## src/hdl/als_pkg.sv

```systemverilog
// ----------------------------------------------------------------------------
// Adaptive leaky synapse package
// Field widths, event and register codes, exp table and rounding helper.
// ----------------------------------------------------------------------------
`timescale 1ns / 1ps
`default_nettype none

package als_pkg;

  localparam int unsigned FUNC_W    = 2;
  localparam int unsigned STIM_W    = 16;
  localparam int unsigned DT_W      = 21;
  localparam int unsigned REW_W     = 14;
  localparam int unsigned SRC_W     = 14;
  localparam int unsigned CPL_W     = 15;
  localparam int unsigned ACT_W     = 14;
  localparam int unsigned CNT_W     = 32;
  localparam int unsigned CFG_W     = 19;
  localparam int unsigned CFG_IDX_W = 3;
  localparam int unsigned MUL_W     = 30;
  localparam int unsigned PROD_W    = 2 * MUL_W;
  localparam int unsigned EXP_STEPS = 20;

  typedef enum logic [FUNC_W-1:0] {
    FN_PULSE  = 2'd0,
    FN_REINF  = 2'd1,
    FN_COUPLE = 2'd2,
    FN_NONE   = 2'd3
  } func_e;

  typedef enum logic [CFG_IDX_W-1:0] {
    REG_PDECAY = 3'd0,
    REG_TDECAY = 3'd1,
    REG_THRESH = 3'd2,
    REG_GAIN   = 3'd3,
    REG_LRATE  = 3'd4,
    REG_WFLOOR = 3'd5,
    REG_WCEIL  = 3'd6,
    REG_HOMEO  = 3'd7
  } cfg_idx_e;

  localparam logic signed [14:0] TARGET_ACT = 15'sd1434;
  localparam logic [15:0]        WGT_RESET  = 16'd4096;

  // round(65536 * exp(-2^(k-16)))
  localparam logic [15:0] EXP_TAB [EXP_STEPS] = '{
    16'd65535, 16'd65534, 16'd65532, 16'd65528, 16'd65520, 16'd65504, 16'd65472,
    16'd65408, 16'd65280, 16'd65026, 16'd64520, 16'd63520, 16'd61565, 16'd57835,
    16'd51039, 16'd39750, 16'd24109, 16'd8869,  16'd1200,  16'd22
  };

  // Scale back by 2^s, rounding to nearest with ties away from zero.
  function automatic logic signed [PROD_W-1:0] rnd_sh(input logic signed [PROD_W-1:0] v,
                                                       input int unsigned s);
    logic [PROD_W-1:0] mag;
    mag = v[PROD_W-1] ? PROD_W'(-v) : PROD_W'(v);
    mag = (mag + (PROD_W'(1) << (s - 1))) >> s;
    return v[PROD_W-1] ? -$signed(mag) : $signed(mag);
  endfunction

endpackage

`default_nettype wire

```

## src/hdl/als_if.sv

```systemverilog
// ----------------------------------------------------------------------------
// Adaptive leaky synapse channels
// Event channel into the synapse and result channel out of it.
// ----------------------------------------------------------------------------
`timescale 1ns / 1ps
`default_nettype none

interface als_in_if import als_pkg::*; ();
  logic                     valid;
  logic                     ready;
  logic [FUNC_W-1:0]        func;
  logic signed [STIM_W-1:0] stimulus;
  logic signed [STIM_W-1:0] modulation_value;
  logic [DT_W-1:0]          time_step;
  logic signed [REW_W-1:0]  reward_value;
  logic signed [SRC_W-1:0]  source_level;
  logic signed [CPL_W-1:0]  coupling_strength;

  modport source (output valid, func, stimulus, modulation_value, time_step,
                  reward_value, source_level, coupling_strength, input ready);
  modport sink   (input valid, func, stimulus, modulation_value, time_step,
                  reward_value, source_level, coupling_strength, output ready);
endinterface

interface als_out_if import als_pkg::*; ();
  logic                    valid;
  logic                    ready;
  logic signed [ACT_W-1:0] activation_out;
  logic [CNT_W-1:0]        pulse_count;

  modport source (output valid, activation_out, pulse_count, input ready);
  modport sink   (input valid, activation_out, pulse_count, output ready);
endinterface

`default_nettype wire

```

## src/hdl/adaptive_leaky_synapse.sv

```systemverilog
// ----------------------------------------------------------------------------
// Adaptive leaky synapse
// One synapse with leaky potential, tanh activation, eligibility trace,
// reward-driven weight and homeostatic threshold, on one shared multiplier.
// ----------------------------------------------------------------------------
// Usage: events enter on in_i (pulse, reinforce, couple); only a pulse makes
// a word on out_o (activation and pulse count). in_i.ready is high only while
// the sequencer is idle, so one event is worked at a time.
// A pulse evaluates three exp terms and then divides out the tanh. Each
// exp walks 20 argument bits, with a multiply and then a round for each
// set bit; the tanh divide is a restoring division that yields 13
// quotient bits.
// All products go through one 30x30 signed multiplier with a registered
// product. A pulse result sits in an output register; if the receiver
// stalls and that register is still full, the next pulse holds in its last
// step until the register drains, and no other event is taken meanwhile.
// Reset clears synapse state, loads register defaults and the weight of 1.0.
// Configuration writes apply the next cycle and are meant for idle times.
// ----------------------------------------------------------------------------
`timescale 1ns / 1ps
`default_nettype none

module adaptive_leaky_synapse import als_pkg::*; (
  input  logic                 clk_i,
  input  logic                 rst_ni,
  als_in_if.sink               in_i,
  als_out_if.source            out_o,
  input  logic                 cfg_we_i,
  input  logic [CFG_IDX_W-1:0] cfg_idx_i,
  input  logic [CFG_W-1:0]     cfg_data_i
);

  typedef enum logic [27:0] {
    S_IDLE = 28'd1 << 0,  S_PD0 = 28'd1 << 1,  S_PD1 = 28'd1 << 2,
    S_TD0  = 28'd1 << 3,  S_TD1 = 28'd1 << 4,  S_EXPM = 28'd1 << 5,
    S_EXPR = 28'd1 << 6,  S_XW  = 28'd1 << 7,  S_MT  = 28'd1 << 8,
    S_DRV  = 28'd1 << 9,  S_PM  = 28'd1 << 10, S_POT = 28'd1 << 11,
    S_Z    = 28'd1 << 12, S_TA  = 28'd1 << 13, S_DV0 = 28'd1 << 14,
    S_DIV  = 28'd1 << 15, S_ACT = 28'd1 << 16, S_TDM = 28'd1 << 17,
    S_TR   = 28'd1 << 18, S_H1  = 28'd1 << 19, S_H2  = 28'd1 << 20,
    S_OUT  = 28'd1 << 21, S_R0  = 28'd1 << 22, S_R1  = 28'd1 << 23,
    S_R2   = 28'd1 << 24, S_R3  = 28'd1 << 25, S_C0  = 28'd1 << 26,
    S_C1   = 28'd1 << 27
  } state_e;

  state_e state_q, state_d, ret_q, ret_d;

  // configuration
  logic [18:0]        pdr_q, tdr_q;
  logic signed [15:0] thr_q;
  logic [16:0]        gain_q;
  logic [12:0]        lr_q;
  logic [15:0]        wfl_q, wcl_q, homeo_q;

  // synapse state
  logic signed [19:0] pot_q, pot_d;
  logic signed [13:0] act_q, act_d, trace_q, trace_d;
  logic [15:0]        wgt_q, wgt_d;
  logic signed [15:0] cpl_q, cpl_d, prev_q, prev_d;
  logic signed [14:0] shift_q, shift_d;
  logic [CNT_W-1:0]   tick_q, tick_d;

  // latched event
  logic signed [15:0] x_q, x_d, m_q, m_d;
  logic [DT_W-1:0]    dt_q, dt_d;
  logic signed [13:0] r_q, r_d, sl_q, sl_d;
  logic signed [14:0] ks_q, ks_d;

  // work registers
  logic signed [PROD_W-1:0] p_q, p_d;
  logic signed [MUL_W-1:0]  mul_a, mul_b;
  logic [16:0]              pd_q, pd_d, td_q, td_d;
  logic signed [19:0]       drv_q, drv_d;
  logic signed [25:0]       lrr_q, lrr_d;
  logic [19:0]              earg_q, earg_d;
  logic [16:0]              eacc_q, eacc_d;
  logic [4:0]               ek_q, ek_d;
  logic                     zneg_q, zneg_d;
  logic [28:0]              rem_q, rem_d;
  logic [29:0]              dsh_q, dsh_d;
  logic [12:0]              quo_q, quo_d;
  logic [3:0]               dcnt_q, dcnt_d;

  // output register
  logic                     out_valid_q, out_valid_d;
  logic signed [ACT_W-1:0]  out_act_q, out_act_d;
  logic [CNT_W-1:0]         out_cnt_q, out_cnt_d;

  // clamped configuration
  logic [18:0]        prate_c, trate_c;
  logic signed [15:0] thr_c;
  logic [16:0]        gain_c;
  logic [12:0]        lr_c;
  logic [15:0]        wfl_c, wcl_c, homeo_c;

  // clamped event fields
  logic signed [15:0] x_in, m_in;
  logic [DT_W-1:0]    dt_in;
  logic signed [13:0] r_in, sl_in;
  logic signed [14:0] ks_in;

  // exp argument forming, shared result helpers
  logic [40:0]        dec_sum;
  logic               dec_zero;
  logic [PROD_W-1:0]  z_mag;
  logic [38:0]        th_sum;
  logic               th_zero;
  logic [17:0]        den_c;
  logic signed [13:0] absa_c;
  logic signed [17:0] hsum, wsum, csum;
  logic               ek_last;

  assign prate_c = (pdr_q > 19'd409600) ? 19'd409600 : pdr_q;
  assign trate_c = (tdr_q > 19'd409600) ? 19'd409600 : tdr_q;
  assign thr_c   = (thr_q > 16'sd16384) ? 16'sd16384 :
                   (thr_q < -16'sd16384) ? -16'sd16384 : thr_q;
  assign gain_c  = (gain_q > 17'd65536) ? 17'd65536 : gain_q;
  assign lr_c    = (lr_q > 13'd4096) ? 13'd4096 : lr_q;
  assign homeo_c = (homeo_q > 16'd40960) ? 16'd40960 : homeo_q;
  assign wfl_c   = (wfl_q < 16'd4) ? 16'd4 : (wfl_q > 16'd40960) ? 16'd40960 : wfl_q;
  assign wcl_c   = (wcl_q < wfl_c) ? wfl_c : (wcl_q > 16'd40960) ? 16'd40960 : wcl_q;

  assign x_in  = (in_i.stimulus > 16'sd16384) ? 16'sd16384 :
                 (in_i.stimulus < -16'sd16384) ? -16'sd16384 : in_i.stimulus;
  assign m_in  = (in_i.modulation_value > 16'sd16384) ? 16'sd16384 :
                 (in_i.modulation_value < -16'sd16384) ? -16'sd16384 :
                 in_i.modulation_value;
  assign dt_in = (in_i.time_step == '0) ? DT_W'(1) :
                 (in_i.time_step > 21'd1048576) ? 21'd1048576 : in_i.time_step;
  assign r_in  = (in_i.reward_value > 14'sd4096) ? 14'sd4096 :
                 (in_i.reward_value < -14'sd4096) ? -14'sd4096 : in_i.reward_value;
  assign sl_in = (in_i.source_level > 14'sd4096) ? 14'sd4096 :
                 (in_i.source_level < -14'sd4096) ? -14'sd4096 : in_i.source_level;
  assign ks_in = (in_i.coupling_strength > 15'sd8192) ? 15'sd8192 :
                 (in_i.coupling_strength < -15'sd8192) ? -15'sd8192 :
                 in_i.coupling_strength;

  // decay argument: rate*dt rounded to Q.16; 16.0 or more gives exp of zero
  assign dec_sum  = p_q[40:0] + 41'd32768;
  assign dec_zero = |dec_sum[40:36];
  // tanh argument: 2|z| in Q.16 from z in Q.24
  assign z_mag    = p_q[PROD_W-1] ? PROD_W'(-p_q) : PROD_W'(p_q);
  assign th_sum   = z_mag[38:0] + 39'd64;
  assign th_zero  = |th_sum[38:27];
  assign den_c    = 18'h10000 + 18'(eacc_q);
  assign absa_c   = act_q[13] ? -act_q : act_q;
  assign ek_last  = (ek_q == 5'(EXP_STEPS - 1));

  assign hsum = 18'(shift_q) + 18'(rnd_sh(p_q, 32));
  assign wsum = $signed({2'b00, wgt_q}) + 18'(rnd_sh(p_q, 36));
  assign csum = 18'(cpl_q) + 18'(rnd_sh(p_q, 12));

  assign p_d = mul_a * mul_b;

  always_comb begin
    state_d = state_q;
    ret_d   = ret_q;
    pot_d   = pot_q;
    act_d   = act_q;
    trace_d = trace_q;
    wgt_d   = wgt_q;
    cpl_d   = cpl_q;
    prev_d  = prev_q;
    shift_d = shift_q;
    tick_d  = tick_q;
    x_d     = x_q;
    m_d     = m_q;
    dt_d    = dt_q;
    r_d     = r_q;
    sl_d    = sl_q;
    ks_d    = ks_q;
    pd_d    = pd_q;
    td_d    = td_q;
    drv_d   = drv_q;
    lrr_d   = lrr_q;
    earg_d  = earg_q;
    eacc_d  = eacc_q;
    ek_d    = ek_q;
    zneg_d  = zneg_q;
    rem_d   = rem_q;
    dsh_d   = dsh_q;
    quo_d   = quo_q;
    dcnt_d  = dcnt_q;
    mul_a   = '0;
    mul_b   = '0;
    out_valid_d = out_valid_q && !out_o.ready;
    out_act_d   = out_act_q;
    out_cnt_d   = out_cnt_q;

    case (state_q)
      S_IDLE: begin
        if (in_i.valid) begin
          x_d  = x_in;
          m_d  = m_in;
          dt_d = dt_in;
          r_d  = r_in;
          sl_d = sl_in;
          ks_d = ks_in;
          case (func_e'(in_i.func))
            FN_PULSE:  state_d = S_PD0;
            FN_REINF:  state_d = S_R0;
            FN_COUPLE: state_d = S_C0;
            default:   state_d = S_IDLE;
          endcase
        end
      end
      S_PD0: begin
        mul_a   = MUL_W'($signed({1'b0, prate_c}));
        mul_b   = MUL_W'($signed({1'b0, dt_q}));
        state_d = S_PD1;
      end
      S_PD1: begin
        earg_d  = dec_zero ? '0 : dec_sum[35:16];
        eacc_d  = dec_zero ? '0 : 17'h10000;
        ek_d    = '0;
        ret_d   = S_TD0;
        state_d = S_EXPM;
      end
      S_TD0: begin
        pd_d    = eacc_q;
        mul_a   = MUL_W'($signed({1'b0, trate_c}));
        mul_b   = MUL_W'($signed({1'b0, dt_q}));
        state_d = S_TD1;
      end
      S_TD1: begin
        earg_d  = dec_zero ? '0 : dec_sum[35:16];
        eacc_d  = dec_zero ? '0 : 17'h10000;
        ek_d    = '0;
        ret_d   = S_XW;
        state_d = S_EXPM;
      end
      // walk the argument bits; a clear bit is skipped without a multiply
      S_EXPM: begin
        if (earg_q[ek_q]) begin
          mul_a   = MUL_W'($signed({1'b0, eacc_q}));
          mul_b   = MUL_W'($signed({1'b0, EXP_TAB[ek_q]}));
          state_d = S_EXPR;
        end else if (ek_last) begin
          state_d = ret_q;
        end else begin
          ek_d = ek_q + 5'd1;
        end
      end
      S_EXPR: begin
        eacc_d = 17'((p_q[32:0] + 33'd32768) >> 16);
        if (ek_last) begin
          state_d = ret_q;
        end else begin
          ek_d    = ek_q + 5'd1;
          state_d = S_EXPM;
        end
      end
      S_XW: begin
        td_d    = eacc_q;
        mul_a   = MUL_W'(x_q);
        mul_b   = MUL_W'($signed({1'b0, wgt_q}));
        state_d = S_MT;
      end
      S_MT: begin
        drv_d   = 20'(rnd_sh(p_q, 12)) + 20'(cpl_q);
        mul_a   = MUL_W'(m_q);
        mul_b   = MUL_W'(trace_q);
        state_d = S_DRV;
      end
      S_DRV: begin
        drv_d   = drv_q + 20'(rnd_sh(p_q, 12));
        state_d = S_PM;
      end
      S_PM: begin
        mul_a   = MUL_W'(pot_q) - MUL_W'(drv_q);
        mul_b   = MUL_W'($signed({1'b0, pd_q}));
        state_d = S_POT;
      end
      S_POT: begin
        pot_d   = drv_q + 20'(rnd_sh(p_q, 16));
        state_d = S_Z;
      end
      S_Z: begin
        mul_a   = MUL_W'($signed({1'b0, gain_c}));
        mul_b   = MUL_W'(pot_q) - MUL_W'(thr_c) - MUL_W'(shift_q);
        state_d = S_TA;
      end
      S_TA: begin
        zneg_d  = p_q[PROD_W-1];
        earg_d  = th_zero ? '0 : th_sum[26:7];
        eacc_d  = th_zero ? '0 : 17'h10000;
        ek_d    = '0;
        ret_d   = S_DV0;
        state_d = S_EXPM;
      end
      // tanh magnitude = round(4096*(1-e)/(1+e)) by restoring division
      S_DV0: begin
        rem_d   = 29'({17'h10000 - eacc_q, 12'd0}) + 29'(den_c >> 1);
        dsh_d   = {den_c, 12'd0};
        quo_d   = '0;
        dcnt_d  = 4'd12;
        state_d = S_DIV;
      end
      S_DIV: begin
        if ({1'b0, rem_q} >= dsh_q) begin
          rem_d = rem_q - dsh_q[28:0];
          quo_d = {quo_q[11:0], 1'b1};
        end else begin
          quo_d = {quo_q[11:0], 1'b0};
        end
        dsh_d = dsh_q >> 1;
        if (dcnt_q == '0) begin
          state_d = S_ACT;
        end else begin
          dcnt_d = dcnt_q - 4'd1;
        end
      end
      S_ACT: begin
        act_d   = zneg_q ? -$signed({1'b0, quo_q}) : $signed({1'b0, quo_q});
        state_d = S_TDM;
      end
      S_TDM: begin
        mul_a   = MUL_W'(trace_q) - MUL_W'(act_q);
        mul_b   = MUL_W'($signed({1'b0, td_q}));
        state_d = S_TR;
      end
      S_TR: begin
        trace_d = act_q + 14'(rnd_sh(p_q, 16));
        mul_a   = MUL_W'($signed({1'b0, homeo_c}));
        mul_b   = MUL_W'(absa_c) - MUL_W'(TARGET_ACT);
        state_d = S_H1;
      end
      S_H1: begin
        mul_a   = $signed(p_q[MUL_W-1:0]);
        mul_b   = MUL_W'($signed({1'b0, dt_q}));
        state_d = S_H2;
      end
      S_H2: begin
        if (hsum > 18'sd8192) begin
          shift_d = 15'sd8192;
        end else if (hsum < -18'sd8192) begin
          shift_d = -15'sd8192;
        end else begin
          shift_d = hsum[14:0];
        end
        cpl_d   = '0;
        prev_d  = x_q;
        tick_d  = tick_q + CNT_W'(1);
        state_d = S_OUT;
      end
      // hold until the output register is free
      S_OUT: begin
        if (!out_valid_q || out_o.ready) begin
          out_valid_d = 1'b1;
          out_act_d   = act_q;
          out_cnt_d   = tick_q;
          state_d     = S_IDLE;
        end
      end
      S_R0: begin
        mul_a   = MUL_W'($signed({1'b0, lr_c}));
        mul_b   = MUL_W'(r_q);
        state_d = S_R1;
      end
      S_R1: begin
        lrr_d   = p_q[25:0];
        mul_a   = MUL_W'(trace_q);
        mul_b   = MUL_W'(prev_q);
        state_d = S_R2;
      end
      S_R2: begin
        mul_a   = MUL_W'(lrr_q);
        mul_b   = $signed(p_q[MUL_W-1:0]);
        state_d = S_R3;
      end
      S_R3: begin
        if (wsum < $signed({2'b00, wfl_c})) begin
          wgt_d = wfl_c;
        end else if (wsum > $signed({2'b00, wcl_c})) begin
          wgt_d = wcl_c;
        end else begin
          wgt_d = wsum[15:0];
        end
        state_d = S_IDLE;
      end
      S_C0: begin
        mul_a   = MUL_W'(sl_q);
        mul_b   = MUL_W'(ks_q);
        state_d = S_C1;
      end
      S_C1: begin
        if (csum > 18'sd16384) begin
          cpl_d = 16'sd16384;
        end else if (csum < -18'sd16384) begin
          cpl_d = -16'sd16384;
        end else begin
          cpl_d = csum[15:0];
        end
        state_d = S_IDLE;
      end
      default: state_d = S_IDLE;
    endcase
  end

  always_ff @(posedge clk_i or negedge rst_ni) begin
    if (!rst_ni) begin
      state_q     <= S_IDLE;
      ret_q       <= S_IDLE;
      out_valid_q <= 1'b0;
      pot_q       <= '0;
      act_q       <= '0;
      trace_q     <= '0;
      wgt_q       <= WGT_RESET;
      cpl_q       <= '0;
      prev_q      <= '0;
      shift_q     <= '0;
      tick_q      <= '0;
    end else begin
      state_q     <= state_d;
      ret_q       <= ret_d;
      out_valid_q <= out_valid_d;
      pot_q       <= pot_d;
      act_q       <= act_d;
      trace_q     <= trace_d;
      wgt_q       <= wgt_d;
      cpl_q       <= cpl_d;
      prev_q      <= prev_d;
      shift_q     <= shift_d;
      tick_q      <= tick_d;
    end
  end

  always_ff @(posedge clk_i) begin
    x_q       <= x_d;
    m_q       <= m_d;
    dt_q      <= dt_d;
    r_q       <= r_d;
    sl_q      <= sl_d;
    ks_q      <= ks_d;
    p_q       <= p_d;
    pd_q      <= pd_d;
    td_q      <= td_d;
    drv_q     <= drv_d;
    lrr_q     <= lrr_d;
    earg_q    <= earg_d;
    eacc_q    <= eacc_d;
    ek_q      <= ek_d;
    zneg_q    <= zneg_d;
    rem_q     <= rem_d;
    dsh_q     <= dsh_d;
    quo_q     <= quo_d;
    dcnt_q    <= dcnt_d;
    out_act_q <= out_act_d;
    out_cnt_q <= out_cnt_d;
  end

  always_ff @(posedge clk_i or negedge rst_ni) begin
    if (!rst_ni) begin
      pdr_q   <= 19'd8192;
      tdr_q   <= 19'd4096;
      thr_q   <= 16'sd614;
      gain_q  <= 17'd4096;
      lr_q    <= 13'd205;
      wfl_q   <= 16'd410;
      wcl_q   <= 16'd8192;
      homeo_q <= 16'd82;
    end else if (cfg_we_i) begin
      case (cfg_idx_i)
        REG_PDECAY: pdr_q   <= cfg_data_i;
        REG_TDECAY: tdr_q   <= cfg_data_i;
        REG_THRESH: thr_q   <= $signed(cfg_data_i[15:0]);
        REG_GAIN:   gain_q  <= cfg_data_i[16:0];
        REG_LRATE:  lr_q    <= cfg_data_i[12:0];
        REG_WFLOOR: wfl_q   <= cfg_data_i[15:0];
        REG_WCEIL:  wcl_q   <= cfg_data_i[15:0];
        REG_HOMEO:  homeo_q <= cfg_data_i[15:0];
        default: ;
      endcase
    end
  end

  assign in_i.ready           = (state_q == S_IDLE);
  assign out_o.valid          = out_valid_q;
  assign out_o.activation_out = out_act_q;
  assign out_o.pulse_count    = out_cnt_q;

  a_out_load: assert property (@(posedge clk_i) disable iff (!rst_ni)
    (state_q == S_OUT && (!out_valid_q || out_o.ready)) |=> out_o.valid)
    else $error("pulse result not loaded into output register");

  a_wgt_range: assert property (@(posedge clk_i) disable iff (!rst_ni)
    (state_q == S_R3) |=> (wgt_q >= wfl_c && wgt_q <= wcl_c))
    else $error("weight outside its limits after reinforce");

  a_quo_range: assert property (@(posedge clk_i) disable iff (!rst_ni)
    (state_q == S_ACT) |-> (quo_q <= 13'd4096))
    else $error("tanh quotient above 1.0");

  a_shift_range: assert property (@(posedge clk_i) disable iff (!rst_ni)
    (shift_q >= -15'sd8192 && shift_q <= 15'sd8192))
    else $error("threshold shift out of range");

endmodule

`default_nettype wire

```

## src/flat_wrapper.sv

```systemverilog
// flat-port wrapper written by rule: the top's interface ports become plain ports
module adaptive_leaky_synapse_flat import als_pkg::*;
  (clk_i, rst_ni, cfg_we_i, cfg_idx_i, cfg_data_i, in_i_valid, in_i_func, in_i_stimulus, in_i_modulation_value, in_i_time_step, in_i_reward_value, in_i_source_level, in_i_coupling_strength, in_i_ready, out_o_valid, out_o_activation_out, out_o_pulse_count, out_o_ready);
  als_in_if in_i_i ();
  als_out_if out_o_i ();
  input  logic clk_i;
  input  logic rst_ni;
  input  logic cfg_we_i;
  input  logic [CFG_IDX_W-1:0] cfg_idx_i;
  input  logic [CFG_W-1:0] cfg_data_i;
  input wire logic [$bits(in_i_i.valid)-1:0] in_i_valid;
  input wire logic [$bits(in_i_i.func)-1:0] in_i_func;
  input wire logic [$bits(in_i_i.stimulus)-1:0] in_i_stimulus;
  input wire logic [$bits(in_i_i.modulation_value)-1:0] in_i_modulation_value;
  input wire logic [$bits(in_i_i.time_step)-1:0] in_i_time_step;
  input wire logic [$bits(in_i_i.reward_value)-1:0] in_i_reward_value;
  input wire logic [$bits(in_i_i.source_level)-1:0] in_i_source_level;
  input wire logic [$bits(in_i_i.coupling_strength)-1:0] in_i_coupling_strength;
  output wire logic [$bits(in_i_i.ready)-1:0] in_i_ready;
  output wire logic [$bits(out_o_i.valid)-1:0] out_o_valid;
  output wire logic [$bits(out_o_i.activation_out)-1:0] out_o_activation_out;
  output wire logic [$bits(out_o_i.pulse_count)-1:0] out_o_pulse_count;
  input wire logic [$bits(out_o_i.ready)-1:0] out_o_ready;
  assign in_i_i.valid = in_i_valid;
  assign in_i_i.func = in_i_func;
  assign in_i_i.stimulus = in_i_stimulus;
  assign in_i_i.modulation_value = in_i_modulation_value;
  assign in_i_i.time_step = in_i_time_step;
  assign in_i_i.reward_value = in_i_reward_value;
  assign in_i_i.source_level = in_i_source_level;
  assign in_i_i.coupling_strength = in_i_coupling_strength;
  assign in_i_ready = in_i_i.ready;
  assign out_o_valid = out_o_i.valid;
  assign out_o_activation_out = out_o_i.activation_out;
  assign out_o_pulse_count = out_o_i.pulse_count;
  assign out_o_i.ready = out_o_ready;
  adaptive_leaky_synapse u_core (.clk_i(clk_i), .rst_ni(rst_ni), .in_i(in_i_i), .out_o(out_o_i), .cfg_we_i(cfg_we_i), .cfg_idx_i(cfg_idx_i), .cfg_data_i(cfg_data_i));
endmodule
```

## config.mk

```make
export PLATFORM = sky130hd
export DESIGN_NAME = adaptive_leaky_synapse_flat
export DESIGN_NICKNAME = d
export VERILOG_FILES = /design/src/hdl/als_pkg.sv /design/src/hdl/als_if.sv /design/src/hdl/adaptive_leaky_synapse.sv /design/src/flat_wrapper.sv
export SDC_FILE = /design/constraint.sdc
export NUM_CORES = 2
export LEC_CHECK = 0
export CAP_MARGIN = 20
export CORE_MARGIN = 1
export CORE_UTILIZATION = 40
export CTS_CLUSTER_DIAMETER = 60
export DETAILED_ROUTE_END_ITERATION = 10
export DONT_BUFFER_PORTS = 1
export PLACE_DENSITY = 0.64
export SYNTH_ARGS = -nofsm -noshare
export SYNTH_HDL_FRONTEND = slang
export SYNTH_SLANG_ARGS = --single-unit
```

## constraint.sdc

```tcl
create_clock -name clk_i -period 32.4 [get_ports clk_i]
set_input_delay 9.72 -clock clk_i [delete_from_list [all_inputs] [get_ports clk_i]]
set_output_delay 9.72 -clock clk_i [all_outputs]
set_load 0.02 [all_outputs]
```

==> results.md <==
Status:
- The run finished, with violations left.
- The final reports fail on design-rule violations.

Floorplanning:
- 173 I/O pins were placed.
- The horizontal die dimension is 444 µm.
- After floorplanning, the core was sized to cover 0.193 mm².
- The die area is 0.197 mm².
- The row count is 161.
- The y dimension of the die is 444 µm.
- The initial core utilization is 0.404.

Synthesis:
- For this run, the leading register cell type out of synthesis is edfxtp_1.
- The post-synthesis sequential element count is 704.
- The number of instances in the synthesized netlist is 8,410.
- The mean instance size in the synthesized netlist is 9.29 µm².
- The number of enable flip-flop cells after synthesis is 341.
- After synthesis, the cell types taking the most area are fa_1 (25%), edfxtp_1 (13%), dfrtp_1 (9.1%).
- Counting every net in the synthesized netlist gives 9,964.
- For this run, the register share of the synthesized area comes to 0.244.
- The mapped netlist covers 0.0781 mm².
- The count of different cell masters after synthesis is 101.
- In the synthesized netlist the async set-or-reset flop fraction comes to 0.438.
- The share of synthesized area in the top cell type comes to 0.253.
- Summed over all instances, the cell type with the most area after synthesis is fa_1.
- The number of warning messages in the yosys log is 0.

Final layout:
- Leaving out fill and tap cells, the most frequent cells in the layout are inv_1 (1,275), nand2_1 (1,124), fa_1 (988), nor2_1 (600), ha_1 (441).
- The summed area of non-filler cells in the final layout is 0.0846 mm².
- In the final layout, the share of cells above drive strength 1 is 0.0720.
- The utilization after layout is 0.438.
- The finished layout holds 10,900 standard cells, fillers aside.
- The leading cell type in the layout, fill and taps excluded is inv_1.
- At the end of the flow, the number of nets in the layout was 9,844.
- Relative to the synthesized area, the layout overhead comes to 8.22%.

Placement:
- At the end of routability-driven placement, the weighted congestion stood at 1.01.
- The area of placed instances is 0.0813 mm².
- The post-placement worst setup slack is 18.29 ns.
- The quantity of I/O buffers inserted on ports is 0.
- The final HPWL from detailed placement is 222 mm.
- Including well taps, the total number of placed cells is 10,700.

GRT:
- The number of global-route vias before repair came to 64,400.
- The wire length of the first global-routing pass is 420 mm.
- The remaining global-route overflow is 0.
- The initial antenna violation count is 20.
- The global-route track usage on met2 is 0.446.
- Entering global routing, the biggest net connects 309 pins.
- The global-route usage over all layers is 0.286.
- The most used routing layer is met2.
- For this run, global-route usage on met1 was measured as 0.376.
- The global routing met3 resource utilization is 0.0654.

Critical path:
- The combined buffer and inverter count along the critical path is 6.
- The data arrival time of the critical path is 15.01 ns.
- Along the worst path, the maximum fanout reaches 30.
- The worst stage delay on the critical path is 0.86 ns.
- In this design, the critical path's most frequently occurring cell is fa_1.
- On the critical path the largest part of the delay comes from compound AO/OA/AOI/OAI gates.
- The worst setup path is captured at a flip-flop.
- The startpoint kind of the worst setup timing path is a flip-flop.
- STA puts the critical path data required time at 32.95 ns.
- The category of the most critical setup path is flip-flop to flip-flop.
- On the critical path, the stage with the largest delay is an instance of a21o_1.

STA:
- The slew at the pin with the worst max-slew slack is 1.18 ns.
- Setup slack on the critical path of the routed design comes to 17.94 ns.
- The maximum clock frequency is 0.0691 GHz.
- The count of final setup violators is 0.
- The part of the cycle the worst path needs is 0.446.
- The total count of max-transition violations in the final report is 0.
- Setup repair after global routing left no endpoint under its margin.
- The count of final hold-check violations is 0.
- On the final layout, the worst hold slack is 0.467 ns.
- After routing, the total negative slack on setup checks comes to 0 ns.
- Headroom to the max-slew limit came out at 0.207.
- Subtracting the final worst setup slack from the clock period gives 14.46 ns.
- The worst setup skew after layout is 0.0660 ns.

Route:
- The total number of vias is 63,500.
- In the routed layout, each cell is associated on average with a via count of 5.82.
- The DRC marker count from the first detailed-route iteration is 6,625.
- Wires add up to 281 mm.
- The number of nets still failing antenna checks after routing is 0.
- The routed length per placed instance is 25.8 µm.
- After detailed routing, the number of remaining DRC violations is 2.
- The pre-antenna-repair detailed-routing pass consisted of 9 iterations.

CTS:
- The clock tree root driver cell is clkbuf_16.
- The deepest clock path buffer count is 3.
- The total setup buffers inserted after CTS is 0.
- TritonCTS built the clock tree.
- The total CTS buffers is 88.
- Clock-pin slew was measured on the worst setup and hold paths at 0.06 ns.
- For the worst-skew pair, the clock arrives at the later sink with an insertion delay of 0.74 ns.
- The clock tree synthesis step divided the H-tree into 3 levels.
- In this run, post-CTS hold repair placed 0 buffers.
- The post-cts sizing count is 0.
- The clock drives 704 sinks.

Job:
- The count of maximum capacitance violations is 0.

Pwr:
- The power per cell area is 42.9 mW/mm².
- The leakage power total is 38.9 nW.
- Across the VDD grid, the largest voltage drop is 0.0429 mV.
- The completed layout was analyzed and its total power is 3.63 mW.

Min path:
- The worst hold-check path type is flip-flop to flip-flop.
Yosys cell counts, types with 99 or more instances:
cell / number
inv_1: 1276
nand2_1: 1125
fa_1: 988
nor2_1: 601
ha_1: 441
edfxtp_1: 341
clkbuf_1: 336
xnor2_1: 334
o21ai_0: 294
dfrtp_1: 283
a21oi_1: 225
and2_1: 177
xor2_1: 155
mux2_2: 148
nand3_1: 132
nor3_1: 99
metal layers:
metal / vias up / routed length [µm] / share of wire
met5: - / 103 / 0.00037
met4: 16 / 15200 / 0.054
met3: 656 / 29000 / 0.10
met2: 3138 / 125000 / 0.44
met1: 32200 / 112000 / 0.40
li1: 27500 / - / -
state kept, by name, summed over array words and instances, names as in the netlist, 17 cells and up:
name,cells
u_core.state_q,28
u_core.dt_q,21
u_core.td_q,17
u_core.pdr_q,19
u_core.out_o.pulse_count,32
u_core.p_q,55
u_core.tick_q,32
u_core.drv_q,20
u_core.pot_q,20
u_core.earg_q,20
u_core.tdr_q,19
u_core.pd_q,17
u_core.dsh_q,30
u_core.lrr_q,26
u_core.eacc_q,17
u_core.rem_q,29
u_core.gain_q,17
worst register-to-register path, delay by kind of cell, from the launching register on:
family                   cells  cell delay [ns]
AO/OA/AOI/OAI               19             6.33
adder cells (fa/ha/maj)     11             5.35
AND/OR/NAND/NOR             11             1.79
flip-flops                   1             0.39
buffers and inverters        6             0.32
XOR/XNOR                     1             0.11
path summary, 6_finish.rpt:
kind,depth (start not counted),from,end,slack [ns]
setup / recovery,48,u_core.thr_q[13],u_core.p_q[59],17.94
hold / removal,2,u_core.ret_q[7],u_core.ret_q[7],0.47
setup reg to reg,48,u_core.thr_q[13],u_core.p_q[59],17.94
hold reg to reg,2,u_core.ret_q[7],u_core.ret_q[7],0.47
max in group asynchronous,0,rst_ni,u_core.state_q[22],22.87
min in group asynchronous,0,rst_ni,u_core.pdr_q[2],8.69
layout make-up:
| type | count | area (µm²) |
|---|---|---|
| fill | 18600 | 109000 |
| multi-input combinational | 6047 | 53000 |
| sequential | 704 | 19100 |
| inverter | 1280 | 4810 |
| tap | 2526 | 3160 |
| clock buffer | 107 | 2410 |
| timing repair buffer | 169 | 1310 |
| clock inverter | 59 | 702 |
| antenna | 13 | 32.5 |
power by group:
group          switching [mW]  internal (mW)
clock                   0.439          0.606
combinational           0.955          0.493
sequential             0.0982           1.04
total                    1.49           2.14
cells by family (layout without fill, tap and decap cells):
family | count (synthesis) | in the layout | share of synthesized area
other | 0 | 13 | 0
muxes | 175 | 175 | 0.0257
adders and majority gates | 1429 | 1429 | 0.324
buffers and inverters | 1659 | 1615 | 0.0802
xor gates and xnor gates | 490 | 490 | 0.0551
DFF | 704 | 704 | 0.244
and+or+nand+nor | 2660 | 2660 | 0.158
AOI/OAI and AO/OA | 1293 | 1293 | 0.113
Power figures use the tool's default switching activity.
